`config.mk`:
```
export PLATFORM = sky130hd
export DESIGN_NAME = hdd_front
export DESIGN_NICKNAME = d
export VERILOG_FILES = /design/src/rtl/assert_macros.svh /design/src/rtl/hdd_pkg.sv /design/src/rtl/hdd_front.sv
export SDC_FILE = /design/constraint.sdc
export NUM_CORES = 1
export LEC_CHECK = 0
export ABC_AREA = 0
export BUFFER_PORTS_ARGS = -buffer_cell sky130_fd_sc_hd__buf_2
export CORE_MARGIN = 2
export CORE_UTILIZATION = 42
export CTS_BUF_LIST = sky130_fd_sc_hd__clkbuf_2
export DETAILED_ROUTE_END_ITERATION = 12
export PLACE_DENSITY_LB_ADDON = 0.25
export RECOVER_POWER = 25
export SYNTH_ARGS = -nofsm -noshare
export SYNTH_HDL_FRONTEND = slang
export SYNTH_SLANG_ARGS = --single-unit
```
`constraint.sdc`:
```
create_clock -name clk -period 14.8 [get_ports clk]
set_clock_uncertainty 0.05 [all_clocks]
set_input_delay 0.74 -clock clk [delete_from_list [all_inputs] [get_ports clk]]
set_output_delay 0.74 -clock clk [all_outputs]
set_load 0.05 [all_outputs]
```
`src/rtl/assert_macros.svh`:
```
// Assertion macros used by the directory back end (hdd_back).
// No dependencies.
`ifndef ASSERT_MACROS_SVH
`define ASSERT_MACROS_SVH
// Implication checked at every clock edge outside reset.
`define HD_ASSERT_IMP(lbl, clk, rst, ante, cons) \
  lbl: assert property (@(posedge clk) disable iff (rst) (ante) |-> (cons)) \
    else $error("assertion failed");
// Next-cycle implication outside reset.
`define HD_ASSERT_NXT(lbl, clk, rst, ante, cons) \
  lbl: assert property (@(posedge clk) disable iff (rst) (ante) |=> (cons)) \
    else $error("assertion failed");
`endif

```
`src/rtl/hdd_pkg.sv`:
```
// Shared types and constants for the dual-key directory.
// No dependencies.
`default_nettype none
package hdd_pkg;
  localparam int TABLE_SIZE_DEF = 17;
  localparam int NAME_W = 56;
  localparam int TEL_W = 44;
  localparam int ADDR_W = 64;
  localparam int ADDRH_W = 24;

  typedef enum logic [1:0] {
    KIND_INSERT = 2'd0,
    KIND_FIND_NAME = 2'd1,
    KIND_FIND_TEL = 2'd2,
    KIND_NONE = 2'd3
  } kind_t;

  typedef enum logic [1:0] {
    ST_OK = 2'd0,
    ST_NOT_FOUND = 2'd1,
    ST_NAME_FULL = 2'd2,
    ST_TEL_FULL = 2'd3
  } status_t;

  typedef enum logic [2:0] {
    BK_IDLE,
    BK_NAME_PROBE,
    BK_TEL_PROBE,
    BK_COMMIT,
    BK_FIND,
    BK_FIND_CMP,
    BK_READ,
    BK_OUT
  } bk_state_t;
endpackage
`default_nettype wire

```
`src/rtl/hdd_front.sv`:
```
// Front end: accepts items, computes both home slots, pushes to a 2-entry queue.
// Depends on hdd_pkg.
`default_nettype none
module hdd_front #(
  parameter int TABLE_SIZE = hdd_pkg::TABLE_SIZE_DEF,
  localparam int IW = $clog2(TABLE_SIZE),
  localparam int QW = 2 + hdd_pkg::NAME_W + hdd_pkg::TEL_W + 2 * hdd_pkg::ADDR_W
                      + hdd_pkg::ADDRH_W + 2 * IW
) (
  input  wire logic                         clk,
  input  wire logic                         rst,
  input  wire logic                         in_valid,
  output logic                              in_ready,
  input  wire logic [1:0]                   kind,
  input  wire logic [hdd_pkg::NAME_W-1:0]   name_key,
  input  wire logic [hdd_pkg::TEL_W-1:0]    tel_digits,
  input  wire logic [hdd_pkg::ADDR_W-1:0]   address_low,
  input  wire logic [hdd_pkg::ADDR_W-1:0]   address_mid,
  input  wire logic [hdd_pkg::ADDRH_W-1:0]  address_high,
  output logic                              q_valid,
  input  wire logic                         q_ready,
  output logic [QW-1:0]                     q_data
);
  logic [QW-1:0] mem [2];
  logic          wp, rp;
  logic [1:0]    cnt;
  logic [8:0]    nsum;
  logic [7:0]    tsum;
  logic [IW-1:0] nhome, thome;

  // home = sum mod TABLE_SIZE; sums < 511, done by a small loop of compares
  always_comb begin
    logic [8:0] a;
    logic [7:0] b;
    nsum = {1'b0, name_key[7:0]} + {1'b0, name_key[15:8]};
    tsum = 8'(tel_digits[7:4]) * 8'd10 + 8'(tel_digits[3:0]);
    a = nsum;
    b = tsum;
    for (int s = 8; s >= 0; s--) begin
      if ((s < 9) && ({5'b0, a} >= (14'(TABLE_SIZE) << s)))
        a = 9'({5'b0, a} - (14'(TABLE_SIZE) << s));
      if ((s < 8) && ({6'b0, b} >= (14'(TABLE_SIZE) << s)))
        b = 8'({6'b0, b} - (14'(TABLE_SIZE) << s));
    end
    nhome = IW'(a);
    thome = IW'(b);
  end

  assign in_ready = (cnt != 2'd2);
  assign q_valid = (cnt != 2'd0);
  assign q_data = mem[rp];

  always_ff @(posedge clk) begin
    if (in_valid && in_ready)
      mem[wp] <= {kind, name_key, tel_digits, address_low, address_mid, address_high,
                  nhome, thome};
  end

  always_ff @(posedge clk) begin
    if (rst) begin
      wp <= 1'b0;
      rp <= 1'b0;
      cnt <= 2'd0;
    end else begin
      if (in_valid && in_ready) wp <= ~wp;
      if (q_valid && q_ready) rp <= ~rp;
      cnt <= cnt + 2'(in_valid && in_ready) - 2'(q_valid && q_ready);
    end
  end
endmodule
`default_nettype wire

```
==> impl_results.md <==
- Post-synthesis sequential area ratio: 74.3%
- Commonest non-fill, non-tap cell in the layout: edfxtp_1
- Hold buffer count at CTS: 450
- I/O pin count: approximately 520
- Leak Pwr: between 10 and 15 nW
- Root buffer cell: clkbuf_2
- Most frequent cells in the layout: edfxtp_1 (528), buf_2 (456), dlygate4sd3_1 (450), mux2_2 (269), clkbuf_2 (192)
- Setup Total Neg Slack: 0 ns
- Unrepaired setup endpoints after global routing: no
- Worst setup EP type: register
- PD cells: approximately 170 mW/mm2
- Die Ht: approximately 230 um
- Area delta synth->final: 42.6%
- Ratio of cells with drive above 1 in the final layout: 41.9%
- CTS Sinks: approximately 530
- Syn Std Cell Area: 0.0215 mm2
- Status: completed
- Rows: 82
- Core Box Area: between 0.05 and 0.06 mm2
- CTS resizes: 0
- Routed WL per cell: about 19 um
- Critical path depth: 23
- Global Route Usage Sum: 20.9%
- #FFs+latches synth: approximately 530
- Die X: approximately 230 um
- Synth warn: 0
- # Post-CTS Setup Buffers: 0
- TritonCTS clock tree: done
- Hpwl dp: 34000 um
- Initial antenna violation count: 6
- Router iterations before antenna repair: 5
- Reg clk slew, reported paths: 0.09 ns
- Worst EP required: about 16 ns
- DRC: 0
- Antenna Nets Post-Route: 0
- Critical-path cell list: dlygate4sd3_1 > clkbuf_1 > ha_1 > ha_1 > fa_1 > nand2_1 > or4_1 > a32oi_1 > nand2_1 > o21a_1 > ha_1 > a41oi_1 > o21ai_0 > xnor2_1 > nor3b_1 > o21ai_1 > xnor2_1 > ha_1 > o21ai_1 > nor2_1 > o21ai_1 > nand3_1 > xnor2_1
- CP top delay family: compound AO/OA/AOI/OAI gates
- Via/cell ratio: around 4.9
- Placer Congestion: between 0.8 and 0.9
- Most common cell type on the critical path: ha_1
- Via count: around 15000
- Pre-CTS worst setup slack: about 8.5 ns
- # H-tree levels: 4
- Post-synth EDFFs: roughly 530
- Max FO, Critical Path: 7
- Reg2Reg Depth: 5
- Worst Tran Pin Value: approximately 1.1 ns
- Crit path time final: between 5 and 6 ns
- Hold Crit Start: address_low[9]
- Die area: 0.0530 mm2
- CTS Buffer Depth: 3
- Largest net degree at the start of global routing: 81
- Final WL: approximately 56000 um
- Asr flop ratio synth: 0%
- Crit path largest cell delay: 0.57 ns
- Synth cell types: 78
- Internal reg-to-reg setup slack: around 11 ns
- Worst reg2reg endpoint: mem[0][76]
- Endpoints failing hold: 0
- Crit start category: input port
- Final cell count without fillers: about 3000
- Nets: around 2500
- Hold Path Sink: mem[0][107]
- Vias in the first global route: ~16000
- Ys flop type: edfxtp_1
- Initial Util: 42.7%
- Fillers: 3764
- Max Slew Vio Count: 0
- First-pass GRT wire length: between 80000 and 90000 um
- Critical Path Slowest Stage Cell: fa_1
- Drt initial violations: 698
- IO Port Bufs: between 500 and 600
- Slew headroom: between 20% and 30%
- R2R Path Start: cnt[0]
- CP Data Arrival Time: slightly below 7 ns
- WS Path Type: input port to register
- Worst Path Buf+Inv: 2
- Clock latency on the worst-skew pair: between 1 and 1.5 ns
- Max cap viols: 0
- GR Overflow Total: 0
- WHS Path Cells: 2
- Syn_nets: ~1400
- Tcrit/Tclk final: approximately two fifths
- HP Class: input port to register
- Achievable frequency: about 170 MHz
- Peak supply drop: roughly 0.00012 V
- Setup-failing EPs final: 0
- Cell Count Post-Placement: roughly 2300
- Post-synthesis cell count: 1157
- Syn_area_per_cell: 18.6 um2
- CTS buffer count: 138
- Final setup margin: a little under 9 ns
==> per-layer routing <==
layer	track usage (%)	up-vias	wire (um)
met3	6.66	102	3700
met4	9.33	2	1510
met5	0	-	13
met1	22.7	7260	21000
li1	-	6840	-
met2	37.1	512	29600
==> area by class of cell <==
class,count,area [um2],share of cell area (%)
Clock inverter,30,324,1.06
Multi-Input combinational cell,576,5350,17.5
Antenna cell,8,20.0,0.0654
Sequential cell,533,16000,52.1
Timing Repair Buffer,984,7120,23.3
Tap cell,672,841,2.75
Inverter,14,52.6,0.172
Clock buffer,190,951,3.11
==> cell families (layout without fill, tap and decap cells) <==
group,Yosys count,count (layout),synth area share [%]
fa+ha+maj,28,28,1.74
compound gates,113,113,4.21
buf+inv,48,1218,0.851
flops,533,533,74.3
mux,276,276,14.5
simple gates,132,132,3.27
other cells,0,8,0
xor+xnor,27,27,1.14
==> cell usage after synthesis, types with 4 or more instances <==
master	number	area share, %
inv_1	14	0.24
and2_1	10	0.29
o21ai_1	4	0.093
or2_2	5	0.15
nand3_1	9	0.21
o211a_1	4	0.19
a21boi_0	4	0.14
mux2i_1	6	0.28
dfxtp_1	5	0.47
nor3_1	8	0.19
nand2_1	33	0.58
o41ai_1	4	0.16
nor2_1	30	0.52
mux2_2	269	14
xnor2_1	17	0.69
a31oi_1	5	0.15
and3_1	4	0.12
a21o_1	8	0.28
edfxtp_1	528	74
o21ai_0	19	0.44
xor2_1	9	0.37
a21oi_1	20	0.47
nand2b_1	6	0.17
clkbuf_1	31	0.54
ha_1	25	1.5
==> sequential cells by signal (all words and copies together), names as in the netlist, named ones only <==
name / count
cnt: 2
rp: 1
wp: 1
mem: 528
==> worst max path at each step <==
stage / from / endpoint / slack, ns
floorplan: cnt[0] / mem[0][0] / 1.92
global placement: tel_digits[5] / mem[0][3] / 8.65
detailed placement: tel_digits[5] / mem[1][3] / 8.48
CTS: tel_digits[7] / mem[1][3] / 9.38
global route: tel_digits[7] / mem[1][3] / 8.58
finish: tel_digits[7] / mem[1][3] / 8.93
==> per-stage QoR <==
stage / total power [mW] / util [%] / instance area (um2) / hold slack [ns]
finish: 5.20 / 60.9 / 30600 / 0.221
global route: 5.44 / 60.9 / 30600 / 0.0172
CTS: 5.23 / 61.0 / 30700 / 0.000251
detailed placement: 4.08 / 49.5 / 24900 / 0.456
global placement: 4.05 / 49.5 / 24900 / 0.448
floorplan: 3.69 / - / 21500 / 0.431
==> power by group <==
part	total, mW	internal [mW]	switching (mW)
combinational	2.14	0.643	1.50
sequential	2.01	1.94	0.0656
clock	1.05	0.465	0.589
(Power assumes the default switching activity.)
